**src/rtl/slfd_pkg.sv**
```systemverilog
// Shared types and constants for the sync/length frame deframer.
// Used by slfd_parser and sync_length_frame_deframer_core; no dependencies.
package slfd_pkg;

  localparam int unsigned BYTE_W   = 8;
  localparam int unsigned FLEN_W   = 13;
  localparam int unsigned HLEN_W   = 16;
  localparam int unsigned HIST_N   = 5;
  localparam int unsigned FILL_W   = 3;
  localparam int unsigned CFG_IDX_W = 1;

  localparam logic [HLEN_W-1:0] MAX_PAYLOAD = 16'd4096;
  localparam logic [FILL_W-1:0] HIST_FULL   = 3'd5;

  localparam logic [CFG_IDX_W-1:0] REG_START_A = 1'b0;
  localparam logic [CFG_IDX_W-1:0] REG_START_B = 1'b1;

  typedef struct packed {
    logic [BYTE_W-1:0] command;
    logic [FLEN_W-1:0] frame_length;
    logic [BYTE_W-1:0] data_byte;
    logic              has_data;
    logic              first_of_frame;
    logic              last_of_frame;
  } result_t;

endpackage

```
**src/rtl/sync_length_frame_deframer_core.sv**
```systemverilog
// Top level of the sync/length frame deframer: parser plus result register.
// Depends on slfd_pkg and slfd_parser.
//
//  channel | direction | handshake           | payload
//  in_     | input     | in_valid / in_stall | in_rx_byte
//  out_    | output    | out_valid/out_stall | command, frame_length, data_byte, flags
//  cfg_    | input     | cfg_we              | cfg_index, cfg_data
//
// One word is taken every clock while in_stall is low; its result, if any,
// is loaded into the result register as the word is taken. A new word is
// taken while a result waits, as long as the waiting result is taken in the
// same cycle. Reset clears the start bytes, the header fill and the payload
// state. in_stall follows out_stall only when the result register is occupied.
module sync_length_frame_deframer_core (
  input  logic                           clk,
  input  logic                           rst_n,
  input  logic                           in_valid,
  output logic                           in_stall,
  input  logic [slfd_pkg::BYTE_W-1:0]    in_rx_byte,
  output logic                           out_valid,
  input  logic                           out_stall,
  output logic [slfd_pkg::BYTE_W-1:0]    out_command,
  output logic [slfd_pkg::FLEN_W-1:0]    out_frame_length,
  output logic [slfd_pkg::BYTE_W-1:0]    out_data_byte,
  output logic                           out_has_data,
  output logic                           out_first_of_frame,
  output logic                           out_last_of_frame,
  input  logic                           cfg_we,
  input  logic [slfd_pkg::CFG_IDX_W-1:0] cfg_index,
  input  logic [slfd_pkg::BYTE_W-1:0]    cfg_data
);

  logic              step;
  logic              res_valid;
  slfd_pkg::result_t res;
  slfd_pkg::result_t out_r;
  logic              out_valid_r, out_valid_nxt;

  assign in_stall = out_valid_r && out_stall;
  assign step     = in_valid && !in_stall;

  slfd_parser u_parser (
    .clk       (clk),
    .rst_n     (rst_n),
    .step      (step),
    .rx_byte   (in_rx_byte),
    .cfg_we    (cfg_we),
    .cfg_index (cfg_index),
    .cfg_data  (cfg_data),
    .res_valid (res_valid),
    .res       (res)
  );

  always_comb begin
    if (step && res_valid) begin
      out_valid_nxt = 1'b1;
    end else if (out_stall) begin
      out_valid_nxt = out_valid_r;
    end else begin
      out_valid_nxt = 1'b0;
    end
  end

  always_ff @(posedge clk) begin
    if (!rst_n) begin
      out_valid_r <= 1'b0;
    end else begin
      out_valid_r <= out_valid_nxt;
    end
  end

  // load only when the slot is free or being drained this cycle
  always_ff @(posedge clk) begin
    if (step && res_valid) begin
      out_r <= res;
    end
  end

  assign out_valid          = out_valid_r;
  assign out_command        = out_r.command;
  assign out_frame_length   = out_r.frame_length;
  assign out_data_byte      = out_r.data_byte;
  assign out_has_data       = out_r.has_data;
  assign out_first_of_frame = out_r.first_of_frame;
  assign out_last_of_frame  = out_r.last_of_frame;

endmodule

```
**src/rtl/slfd_parser.sv**
```systemverilog
// Header search and payload tracking for the deframer; one word per step.
// Depends on slfd_pkg. Result is combinational from the state and the word.
module slfd_parser (
  input  logic                             clk,
  input  logic                             rst_n,
  input  logic                             step,
  input  logic [slfd_pkg::BYTE_W-1:0]      rx_byte,
  input  logic                             cfg_we,
  input  logic [slfd_pkg::CFG_IDX_W-1:0]   cfg_index,
  input  logic [slfd_pkg::BYTE_W-1:0]      cfg_data,
  output logic                             res_valid,
  output slfd_pkg::result_t                res
);

  logic [slfd_pkg::BYTE_W-1:0] start_a_r, start_b_r;
  logic [slfd_pkg::BYTE_W-1:0] hist_r   [slfd_pkg::HIST_N];
  logic [slfd_pkg::BYTE_W-1:0] hist_nxt [slfd_pkg::HIST_N];
  logic [slfd_pkg::FILL_W-1:0] fill_r, fill_nxt;
  logic                        in_payload_r, in_payload_nxt;
  logic [slfd_pkg::FLEN_W-1:0] remain_r, remain_nxt;
  logic [slfd_pkg::BYTE_W-1:0] cmd_r, cmd_nxt;
  logic [slfd_pkg::FLEN_W-1:0] flen_r, flen_nxt;

  logic [slfd_pkg::HLEN_W-1:0] hdr_len;
  logic                        hdr_full;
  logic                        hdr_ok;

  // hist_r[4] is the newest stored word; the incoming word completes the header
  assign hdr_len  = {rx_byte, hist_r[4]};
  assign hdr_full = (fill_r == slfd_pkg::HIST_FULL);
  assign hdr_ok   = hdr_full && (hist_r[0] == start_a_r) && (hist_r[1] == start_b_r)
                    && (hdr_len <= slfd_pkg::MAX_PAYLOAD);

  always_comb begin
    for (int i = 0; i < slfd_pkg::HIST_N - 1; i++) begin
      hist_nxt[i] = hist_r[i+1];
    end
    hist_nxt[slfd_pkg::HIST_N-1] = rx_byte;
    fill_nxt       = fill_r;
    in_payload_nxt = in_payload_r;
    remain_nxt     = remain_r;
    cmd_nxt        = cmd_r;
    flen_nxt       = flen_r;
    res_valid      = 1'b0;
    res            = '0;

    if (in_payload_r) begin
      res_valid          = 1'b1;
      res.command        = cmd_r;
      res.frame_length   = flen_r;
      res.data_byte      = rx_byte;
      res.has_data       = 1'b1;
      res.first_of_frame = (remain_r == flen_r);
      res.last_of_frame  = (remain_r <= slfd_pkg::FLEN_W'(1));
      remain_nxt         = remain_r - slfd_pkg::FLEN_W'(1);
      if (remain_r <= slfd_pkg::FLEN_W'(1)) begin
        in_payload_nxt = 1'b0;
        fill_nxt       = '0;
        remain_nxt     = '0;
      end
    end else if (!hdr_full) begin
      fill_nxt = fill_r + slfd_pkg::FILL_W'(1);
    end else if (hdr_ok) begin
      fill_nxt = '0;
      cmd_nxt  = hist_r[2];
      flen_nxt = hdr_len[slfd_pkg::FLEN_W-1:0];
      if (hdr_len == '0) begin
        res_valid          = 1'b1;
        res.command        = hist_r[2];
        res.has_data       = 1'b0;
        res.first_of_frame = 1'b1;
        res.last_of_frame  = 1'b1;
      end else begin
        remain_nxt     = hdr_len[slfd_pkg::FLEN_W-1:0];
        in_payload_nxt = 1'b1;
      end
    end
    // bad header: drop the oldest word by shifting, fill stays full
  end

  always_ff @(posedge clk) begin
    if (!rst_n) begin
      start_a_r    <= '0;
      start_b_r    <= '0;
      fill_r       <= '0;
      in_payload_r <= 1'b0;
      remain_r     <= '0;
      cmd_r        <= '0;
      flen_r       <= '0;
    end else begin
      if (cfg_we) begin
        unique case (cfg_index)
          slfd_pkg::REG_START_A: start_a_r <= cfg_data;
          slfd_pkg::REG_START_B: start_b_r <= cfg_data;
          default: ;
        endcase
      end
      if (step) begin
        fill_r       <= fill_nxt;
        in_payload_r <= in_payload_nxt;
        remain_r     <= remain_nxt;
        cmd_r        <= cmd_nxt;
        flen_r       <= flen_nxt;
      end
    end
  end

  always_ff @(posedge clk) begin
    if (step) begin
      hist_r <= hist_nxt;
    end
  end

endmodule

```
**config.mk**
```make
export PLATFORM = sky130hd
export DESIGN_NAME = sync_length_frame_deframer_core
export DESIGN_NICKNAME = d
export VERILOG_FILES = /design/src/rtl/slfd_pkg.sv /design/src/rtl/sync_length_frame_deframer_core.sv /design/src/rtl/slfd_parser.sv
export SDC_FILE = /design/constraint.sdc
export NUM_CORES = 1
export LEC_CHECK = 0
export ABC_AREA = 1
export BUFFER_PORTS_ARGS = -buffer_cell sky130_fd_sc_hd__buf_2
export CORE_MARGIN = 5
export CORE_UTILIZATION = 35
export CTS_BUF_LIST = sky130_fd_sc_hd__clkbuf_4 sky130_fd_sc_hd__clkbuf_8
export CTS_CLUSTER_DIAMETER = 120
export CTS_CLUSTER_SIZE = 25
export DETAILED_ROUTE_END_ITERATION = 8
export SLEW_MARGIN = 20
export SYNTH_ARGS = -nofsm -noshare
export SYNTH_HDL_FRONTEND = slang
export SYNTH_SLANG_ARGS = --single-unit
```
**constraint.sdc**
```tcl
create_clock -name clk -period 3.3 [get_ports clk]
set_input_delay 0.495 -clock clk [delete_from_list [all_inputs] [get_ports clk]]
set_output_delay 0.495 -clock clk [all_outputs]
set_load 0.03 [all_outputs]
```
Word level (Yosys, flattened, before mapping):

Cells that the tools add are included.

* reductions and logical operators: 15
* eq/ne operators: 8
* bitwise operators: 2
* magnitude comparators: 2
* $add $sub $neg: 2
* muxes and demuxes: 28

Operator list (number)
* $mux W13: 5
* $mux W8: 4
* $mux W3: 6
* $eq A8 B8 Y1: 2
* $le A16 B13 Y1 const B: 1
* $logic_not A16 Y1: 1
* $eq A13 B13 Y1: 1
* $le A13 B1 Y1 const B: 1
* $sub A13 B1 Y13 const B: 1
* $mux W1: 11
* $reduce_and A4 Y1: 2
* $logic_and A1 B1 Y1: 6
* $mux W2: 2
* $ne A2 B1 Y1 const B: 2
* $reduce_and A2 Y1: 2
* $reduce_bool A2 Y1: 2
* $add A3 B1 Y3 const B: 1
* $eq A3 B3 Y1 const B: 1
* $ne A3 B2 Y1 const B: 1
* $reduce_and A3 Y1: 1
* $ne A2 B2 Y1 const B: 1
* $not A1 Y1: 2
* $logic_not A1 Y1: 1

* logic and storage cells: 76
* bits in registers: 127
* output and inout port bits: 34
* input bits: 22

Logic depth before layout (Yosys ltp):

Gate-level depths: netlist of the first run.

* depth after elaboration: 9
* mapped depth: 14
* mapped depth without buffers: 13

Modules after synthesis:

A second synthesis of the first run with hierarchy kept.

* cell total of the unflattened synthesis: 684
* area total of the unflattened synthesis: 5736.8 µm²

By module, submodules not included
* slfd_parser: seq. area each 2282.2 µm², cells each 642, instances 1, area an instance 4714.5 µm²
* sync_length_frame_deframer_core: seq. area each 980.9 µm², cells each 42, instances 1, area an instance 1022.2 µm²

Worst setup path before layout of the first run:

OpenSTA, ideal clock, no wires.

* path kind: input port to flip-flop
* start: in out_stall
* end: reg u_parser.flen_r[11] (netlist name)
* arrival time: 2.441 ns
* required time: 3.188 ns
* path buffers: 1
* library setup time: 0.112 ns
* slack: 0.747 ns
* cell stages on the path: 7
* cells stage by stage: nand2_1 -> nand2_1 -> inv_2 -> buf_1 -> nand4_1 -> nand2_1 -> nor2_1

* cells in the longest elaborated chain, start to end: 4

RTL lines
* from (decl): line sync_length_frame_deframer_core.sv:21 `input logic out_stall,`
* $logic_and A1 B1 Y1: line sync_length_frame_deframer_core.sv:39 `assign in_stall = out_valid_r && out_stall;`
* $logic_not A1 Y1: line sync_length_frame_deframer_core.sv:40 `assign step = in_valid && !in_stall;`
* $logic_and A1 B1 Y1: line sync_length_frame_deframer_core.sv:40
* via step: line sync_length_frame_deframer_core.sv:33 `logic step;`
* $reduce_and A4 Y1 (no source line)
* to (signal assigned): line slfd_parser.sv:103 `flen_r <= flen_nxt;`
* to (decl): line slfd_parser.sv:22 `logic [slfd_pkg::FLEN_W-1:0] flen_r, flen_nxt;`

The timed path passes the listed nets, and every way through them passes these cells.
A chain may end at the register's enable or synchronous reset.

Final worst setup path of the first run:

* start: reg u_parser.hist_r, in the netlist u_parser.hdr_len[4]
* end: reg out_r, in the netlist out_command[0] (enable)

* cells in the longest elaborated chain, start to end: 6
* elaborated cells on any way between the ends: 8
* those cells by class: order compare: 1; mux: 4; reduce/logical: 3

RTL lines
* from (decl): line slfd_parser.sv:16 `logic [slfd_pkg::BYTE_W-1:0] hist_r [slfd_pkg::HIST_N];`
* from (signal assigned): line slfd_parser.sv:110 `hist_r <= hist_nxt;`
* $le A16 B13 Y1 or $logic_not A16 Y1 (tied branches): line slfd_parser.sv:32, slfd_parser.sv:67
* $logic_and A1 B1 Y1 or $mux W1 (tied branches): line slfd_parser.sv:32, slfd_parser.sv:67
* $mux W1 *: line slfd_parser.sv:63 `end else if (hdr_ok) begin`
* $mux W1 *: line slfd_parser.sv:61 `end else if (!hdr_full) begin`
* $mux W1 *: line slfd_parser.sv:47 `if (in_payload_r) begin`
* $logic_and A1 B1 Y1 *: line sync_length_frame_deframer_core.sv:74 `if (step && res_valid) begin`
* to (signal assigned): line sync_length_frame_deframer_core.sv:75 `out_r <= res;`
* to (decl): line sync_length_frame_deframer_core.sv:36 `slfd_pkg::result_t out_r;`

Every way passes the cells marked *; elsewhere a longest branch is shown, timed or not.

==> summary.md, run 1 <==
| Metric | Value |
|---|---|
| Clk sink count | `127` |
| Critical Path Source Type | `register` |
| Yosys top cell area share | `0.359` |
| Commonest cells after routing, fill and taps aside | `nand2_1, inv_1, nor2_1, edfxtp_1` |
| Reg2reg path depth | `11` |
| Status | `completed` |
| TritonCTS clock tree | `yes` |
| Synth area leader | `edfxtp_1` |
| Most frequently used flop master after synthesis | `edfxtp_1` |
| Ranking of synthesized cells by area | `edfxtp_1, dfxtp_1, nand2_1` |
| Number of synthesis warnings | `0` |
| Crit path max fanout | `28` |
| CTS root buffer | `clkbuf_8` |
| Combinational Power Share | `0.054` |
| Hold Path Class | `input port to register` |
| Final std cells w/o fill | `1022` |
| Min Tclk post-route | `2.38 ns` |
| Final setup skew | `0.0186 ns` |
| ANT nets after route | `0` |
| # Max-Cap Violations | `0` |
| Setup TNS | `0 ns` |
| Power, Total | `0.00305 W` |
| Hold buffer count at CTS | `0` |
| Final Hold Fails | `0` |
| Crit Path Class | `register to register` |
| Hold slack | `0.282 ns` |
| Crit end category | `register` |
| Clock Tree Buf Depth | `2` |
| Cell Rows | `48` |
| Setup Buffers After CTS | `0` |
| Async SR Flop Fraction | `0` |
| Seq/Total Area, Yosys | `0.542` |
| Setup slack at placement | `0.878 ns` |
| GR Overflow Total | `0` |
| Die Wd | `141 µm` |
| Length of routed met2 wiring | `6980 µm` |
| Seq cells post-synth | `127` |
| Initial antenna violation count | `0` |
| Vias in the first global route | `4427` |
| Initial DRT Pass Iterations | `5` |
| Post-synth EDFFs | `72` |
| Most common cell after layout, fill and taps aside | `nand2_1` |
| Clock group share of total power | `0.375` |
| Worst path required time | `3.43 ns` |
| Max Freq | `419 MHz` |
| Power Dens Cells | `445 mW/mm²` |
| DRT iter0 DRCs | `365` |
| DIE HEIGHT | `141 µm` |
| Fraction of layout cells with a size suffix above 1 | `0.149` |
| NetSw | `0.000729 W` |
| Hold Path Stages | `1` |
| GP Congestion | `0.870` |
| Starting Density | `0.353` |
| Maximum vdd drop | `0.265 mV` |
| Synth cell types | `36` |
| Nets | `808` |
| Mean area per synthesized cell | `8.27 µm²` |
| Synthesized Nets | `752` |
| Core Area | `0.0171 mm²` |
| # resized after CTS | `0` |
| Synthesized area | `0.00602 mm²` |
| Fin. max-slew vios | `0` |
| RSZ-0062 raised after global routing | `false` |
| DRC | `0` |
| Switching portion of total power | `0.239` |
| Finish-stage setup viols | `0` |
| Worst Max-Slew Pin Slew | `1.06 ns` |
| Metal-1 WL | `6530 µm` |
| Int Power | `0.00232 W` |
| Vias | `4695` |
| Tot GR Track Use | `0.147` |
| Antenna Cells | `0` |
| Met3 routed WL | `605 µm` |
| CTS clk-pin slew, worst paths | `0.08 ns` |
| Dpl hpwl | `9930 µm` |
| Fill cell count | `1776` |
| Highest metal used | `met4` |
| Register share of total power | `0.571` |
| First-pass GRT wire length | `22900 µm` |
| Die area | `0.0199 mm²` |
| Area growth syn-to-layout | `13.9%` |
| Final period util | `0.723` |
| Largest net degree at the start of global routing | `56` |
| PortBufs | `55` |
| Syn Inst Count | `728` |
| Htree depth | `4` |
| Final wirelength | `14300 µm` |
| IO Count | `56` |
| Static Leakage | `3.27 nW` |
| Slew HR | `0.291` |
| Crit path arrival time | `2.51 ns` |
| Vias per cell | `4.59` |
| Worst setup margin | `0.915 ns` |
| Clock Latency Late Sink | `0.45 ns` |
| Placed cells | `990` |
| WL/cell | `14.0 µm` |
| Total CTS buffers | `17` |
==> worst max-delay path, cell delays in order, from the launching register on <==
cell	delay, ns
edfxtp_1	0.45
nor2_1	0.13
nand2_1	0.07
nor2_2	0.15
nand3_1	0.17
nand2_1	0.11
nand2_1	0.05
nor2_1	0.10
buf_4	0.21
nand3_1	0.14
nand2_1	0.25
buf_12	0.24
==> final timing paths <==
| path | end | from | slack, ns |
|---|---|---|---|
| worst max-delay path | out_command[0] | u_parser.hdr_len[4] | 0.92 |
| worst min-delay path | u_parser.hdr_len[6] | in_rx_byte[6] | 0.28 |
| worst max register to register | out_command[0] | u_parser.hdr_len[4] | 0.92 |
| worst min register to register | u_parser.hist_nxt[25] | u_parser.hist_nxt[17] | 0.42 |
==> per-stage QoR <==
stage | utilization | instance area [µm²]
CTS | 0.402 | 6860
global route | 0.402 | 6860
finish | 0.402 | 6860
detailed placement | 0.383 | 6530
floorplan | - | 6020
global placement | 0.383 | 6530
==> cells in the mapped netlist (all sizes together) (2+ instances only) <==
cell type and count:
a21oi 30, buf 12, clkbuf 14, dfxtp 55, edfxtp 72, ha 2
inv 133, nand2 185, nand3 38, nand4 25, nor2 96, nor3 3
o2111ai 2, o21ai 19, o22ai 14, xnor2 7, xor2 16
==> routing by layer <==
| metal | GRT usage | up-vias |
|---|---|---|
| li1 | - | 2408 |
| met1 | 0.190 | 2180 |
| met2 | 0.246 | 98 |
| met3 | 0.0336 | 9 |
| met4 | 0.0444 | 0 |
| met5 | 0 | - |
==> final cells by class <==
class | count | area (µm²) | area share
inverters | 134 | 508 | 0.0741
well taps | 225 | 282 | 0.0411
clock buffers | 23 | 279 | 0.0407
repair buffers | 63 | 348 | 0.0507
multi-input cells | 441 | 2130 | 0.311
clock inverters | 9 | 48.8 | 0.00712
flip-flops and latches | 127 | 3260 | 0.476
==> power by group through the flow <==
stage               registers (W)  clock network (W)  logic [W]
finish                    0.00174            0.00115   0.000164
floorplan                 0.00177                  0   0.000114
CTS                       0.00174            0.00118   0.000165
detailed placement        0.00178                  0   0.000164
global route              0.00175            0.00126   0.000188
global placement          0.00178                  0   0.000164
==> sequential cells by signal, indices dropped and copies added (netlist names) <==
name and cells:
u_parser.remain_r 13, u_parser.hist_r 8, out_valid 1, out_data_byte 8, u_parser.start_b_r 8, out_first_of_frame 1
u_parser.in_payload_r 1, u_parser.start_a_r 8, out_command 8, out_frame_length 13, out_has_data 1, u_parser.cmd_r 8
u_parser.hdr_len 8, u_parser.flen_r 13, out_last_of_frame 1, u_parser.fill_r 3, u_parser.hist_nxt 24
==> cells by family (layout without fill, tap and decap cells) <==
logic type | after synthesis | count (layout) | share of synthesized area
compound gates | 66 | 66 | 0.0613
xor+xnor | 23 | 23 | 0.0335
fa+ha+maj | 2 | 2 | 0.00416
buf+inv | 160 | 229 | 0.104
flops | 127 | 127 | 0.542
simple gates | 350 | 350 | 0.255
(Power assumes the default switching activity.)
==> inputs of run 2 (changes only) <==
Clock period 3.3 ns to 2 ns, I/O delays scaled along.
==> run 2 against run 1 <==
Compared with the run above:
- register-to-register slack worse by 0.90 ns
- sequential share of layout area down 3.2 points
- setup slack worse by 0.90 ns
- critical path type unchanged
- sequential power up 65%
- clock skew down 0.0057 ns
- combinational power up 87%
- non-clock buffer count up 30
- die area unchanged
==> summary.md, run 2 (synthesis gave the netlist of run 1 again) <==
| Metric | Value |
|---|---|
| GP Congestion | `0.894 (+2.8%)` |
| Vias per cell | `4.63 (+0.82%)` |
| Max stage delay on crit path | `0.42 ns (-0.03 ns)` |
| CP most frequent cell | `nand3_2` |
| # Max-Cap Violations | `0 (unchanged)` |
| Hold Path Class | `input port to register` |
| Initial antenna violation count | `0 (unchanged)` |
| Final setup skew | `0.0129 ns (-0.00574 ns)` |
| PortBufs | `55 (unchanged)` |
| Die area | `0.0199 mm² (unchanged)` |
| Placed instance area | `0.00669 mm² (+2.5%)` |
| Worst path required time | `2.15 ns (-1.28 ns)` |
| RSZ-0062 raised after global routing | `true` |
| Hold Path Stages | `3 (+2)` |
| Clk sink count | `127 (unchanged)` |
| Dpl hpwl | `10500 µm (+5.4%)` |
| Crit path max fanout | `14 (-50%)` |
| ANT nets after route | `0 (unchanged)` |
| Initial DRT Pass Iterations | `5 (unchanged)` |
| IO Count | `56 (unchanged)` |
| Tot GR Track Use | `0.155 (+0.00798)` |
| Antenna Cells | `0 (unchanged)` |
| Final Hold Fails | `0 (unchanged)` |
| TritonCTS clock tree | `yes` |
| Power Dens Cells | `796 mW/mm² (+79%)` |
| Maximum vdd drop | `0.538 mV (+100%)` |
| Critical path's slowest cell | `edfxtp_1` |
| GR Overflow Total | `0 (unchanged)` |
| Status | `completed` |
| Fin. max-slew vios | `0 (unchanged)` |
| Largest net degree at the start of global routing | `36 (-36%)` |
| Core Area | `0.0171 mm² (unchanged)` |
| First-pass GRT wire length | `24200 µm (+5.6%)` |
| DRT iter0 DRCs | `376 (+3.0%)` |
| Min Tclk post-route | `1.98 ns (-0.402 ns)` |
| Die Wd | `141 µm (unchanged)` |
| Vias in the first global route | `4662 (+5.3%)` |
| Commonest cells after routing, fill and taps aside | `nand2_1, inv_1, nor2_1, edfxtp_1` |
| CTS clk-pin slew, worst paths | `0.08 ns (about the same)` |
| Most common cell after layout, fill and taps aside | `nand2_1` |
| DIE HEIGHT | `141 µm (unchanged)` |
| Final wirelength | `15300 µm (+7.2%)` |
| Final period util | `0.992 (+0.269)` |
| WL/cell | `14.5 µm (+4.0%)` |
| Worst Max-Slew Pin Slew | `0.454 ns (-0.609 ns)` |
| Starting Density | `0.353 (unchanged)` |
| Slew HR | `0.696 (+0.405)` |
| CTS root buffer | `clkbuf_8` |
| Hold slack | `0.0948 ns (-0.187 ns)` |
| Cell Chain, Critical Path | `nor2_2 > nand2_1 > nor2_4 > nand3_2 > buf_4 > nor2_1 > nand3_2 > nand2_4 > bufbuf_16` |
| Total CTS buffers | `17 (unchanged)` |
| Crit path arrival time | `2.14 ns (-0.37 ns)` |
| Finish-stage setup viols | `0 (unchanged)` |
| Max Freq | `504 MHz (+20%)` |
| Static Leakage | `3.50 nW (+7.0%)` |
| Clock Tree Buf Depth | `2 (unchanged)` |
| Area growth syn-to-layout | `22.2%` |
| Nets | `839 (+3.8%)` |
| Clock Latency Late Sink | `0.44 ns (about the same)` |
| Critical Path Source Type | `register` |
| Fraction of layout cells with a size suffix above 1 | `0.188 (+0.0391)` |
| Crit end category | `register` |
| Max reg flops | `24 (unchanged)` |
| Post-route cell area | `0.00736 mm² (+7.3%)` |
| Cell Rows | `48 (unchanged)` |
| Htree depth | `4 (unchanged)` |
| Crit Path Class | `register to register` |
| DRC | `0 (unchanged)` |
| Reg2reg path depth | `9 (-2)` |
| Hold buffer count at CTS | `0 (unchanged)` |
| Vias | `4877 (+3.9%)` |
## run 2: stage by stage
step / setup slack (ns) / power, W / TNS (ns) / instances / utilization
2_1_floorplan: 0.0444 / 0.00311 / 0 / 728 / -
3_3_place_gp: -0.0221 / 0.00322 / -0.571 / 1007 / 0.392
3_5_place_dp: -0.0109 / 0.00322 / -0.0954 / 1007 / 0.392
4_1_cts: 0.00638 / 0.00591 / 0 / 1046 / 0.425
5_1_grt: -0.0993 / 0.00607 / -2.43 / 1053 / 0.431
6_report: 0.0170 / 0.00586 / 0 / 1053 / 0.431
## run 2: worst max-delay path, delay by kind of cell, from the launching register on
family	cells	cell delay, ns
flops	1	0.42
simple gates	7	0.81
buf+inv	2	0.47
## run 2: final cells by class
type,count,area (µm²)
well taps,225,282
fillers,1739,9700
multi-input cells,442,2180
clock inverters,15,241
clock buffers,17,234
flip-flops and latches,127,3260
repair buffers,93,644
inverters,134,508
## run 2: power breakdown
part	internal, W	leakage [nW]	total [W]	switching [W]
Combinational	0.000113	2.15	0.000306	0.000194
Clock	0.00161	0.227	0.00268	0.00107
Sequential	0.00282	1.12	0.00287	0.0000500
## run 2: path summary, 6_finish.rpt
path	start	to	slack, ns
setup reg to reg	u_parser.hdr_len[4]	out_frame_length[11]	0.02
setup / recovery	u_parser.hdr_len[4]	out_frame_length[11]	0.02
hold / removal	cfg_data[3]	u_parser.start_a_r[3]	0.09
hold reg to reg	u_parser.hist_nxt[19]	u_parser.hist_nxt[27]	0.42
## run 2: routing by layer
layer / track usage / share of wire / vias up
met5: 0 / 0 / -
met2: 0.257 / 0.48 / 112
met1: 0.199 / 0.46 / 2266
li1: - / - / 2483
met3: 0.0360 / 0.041 / 16
met4: 0.0530 / 0.019 / 0
## run 2: timing repair
action	in CTS	in global routing
pin swaps	1	4
endpoints found under the hold margin	0	0
endpoints found under the setup margin	29	51
cloned	1	2
resized for setup	3	6
setup buffers	6	5
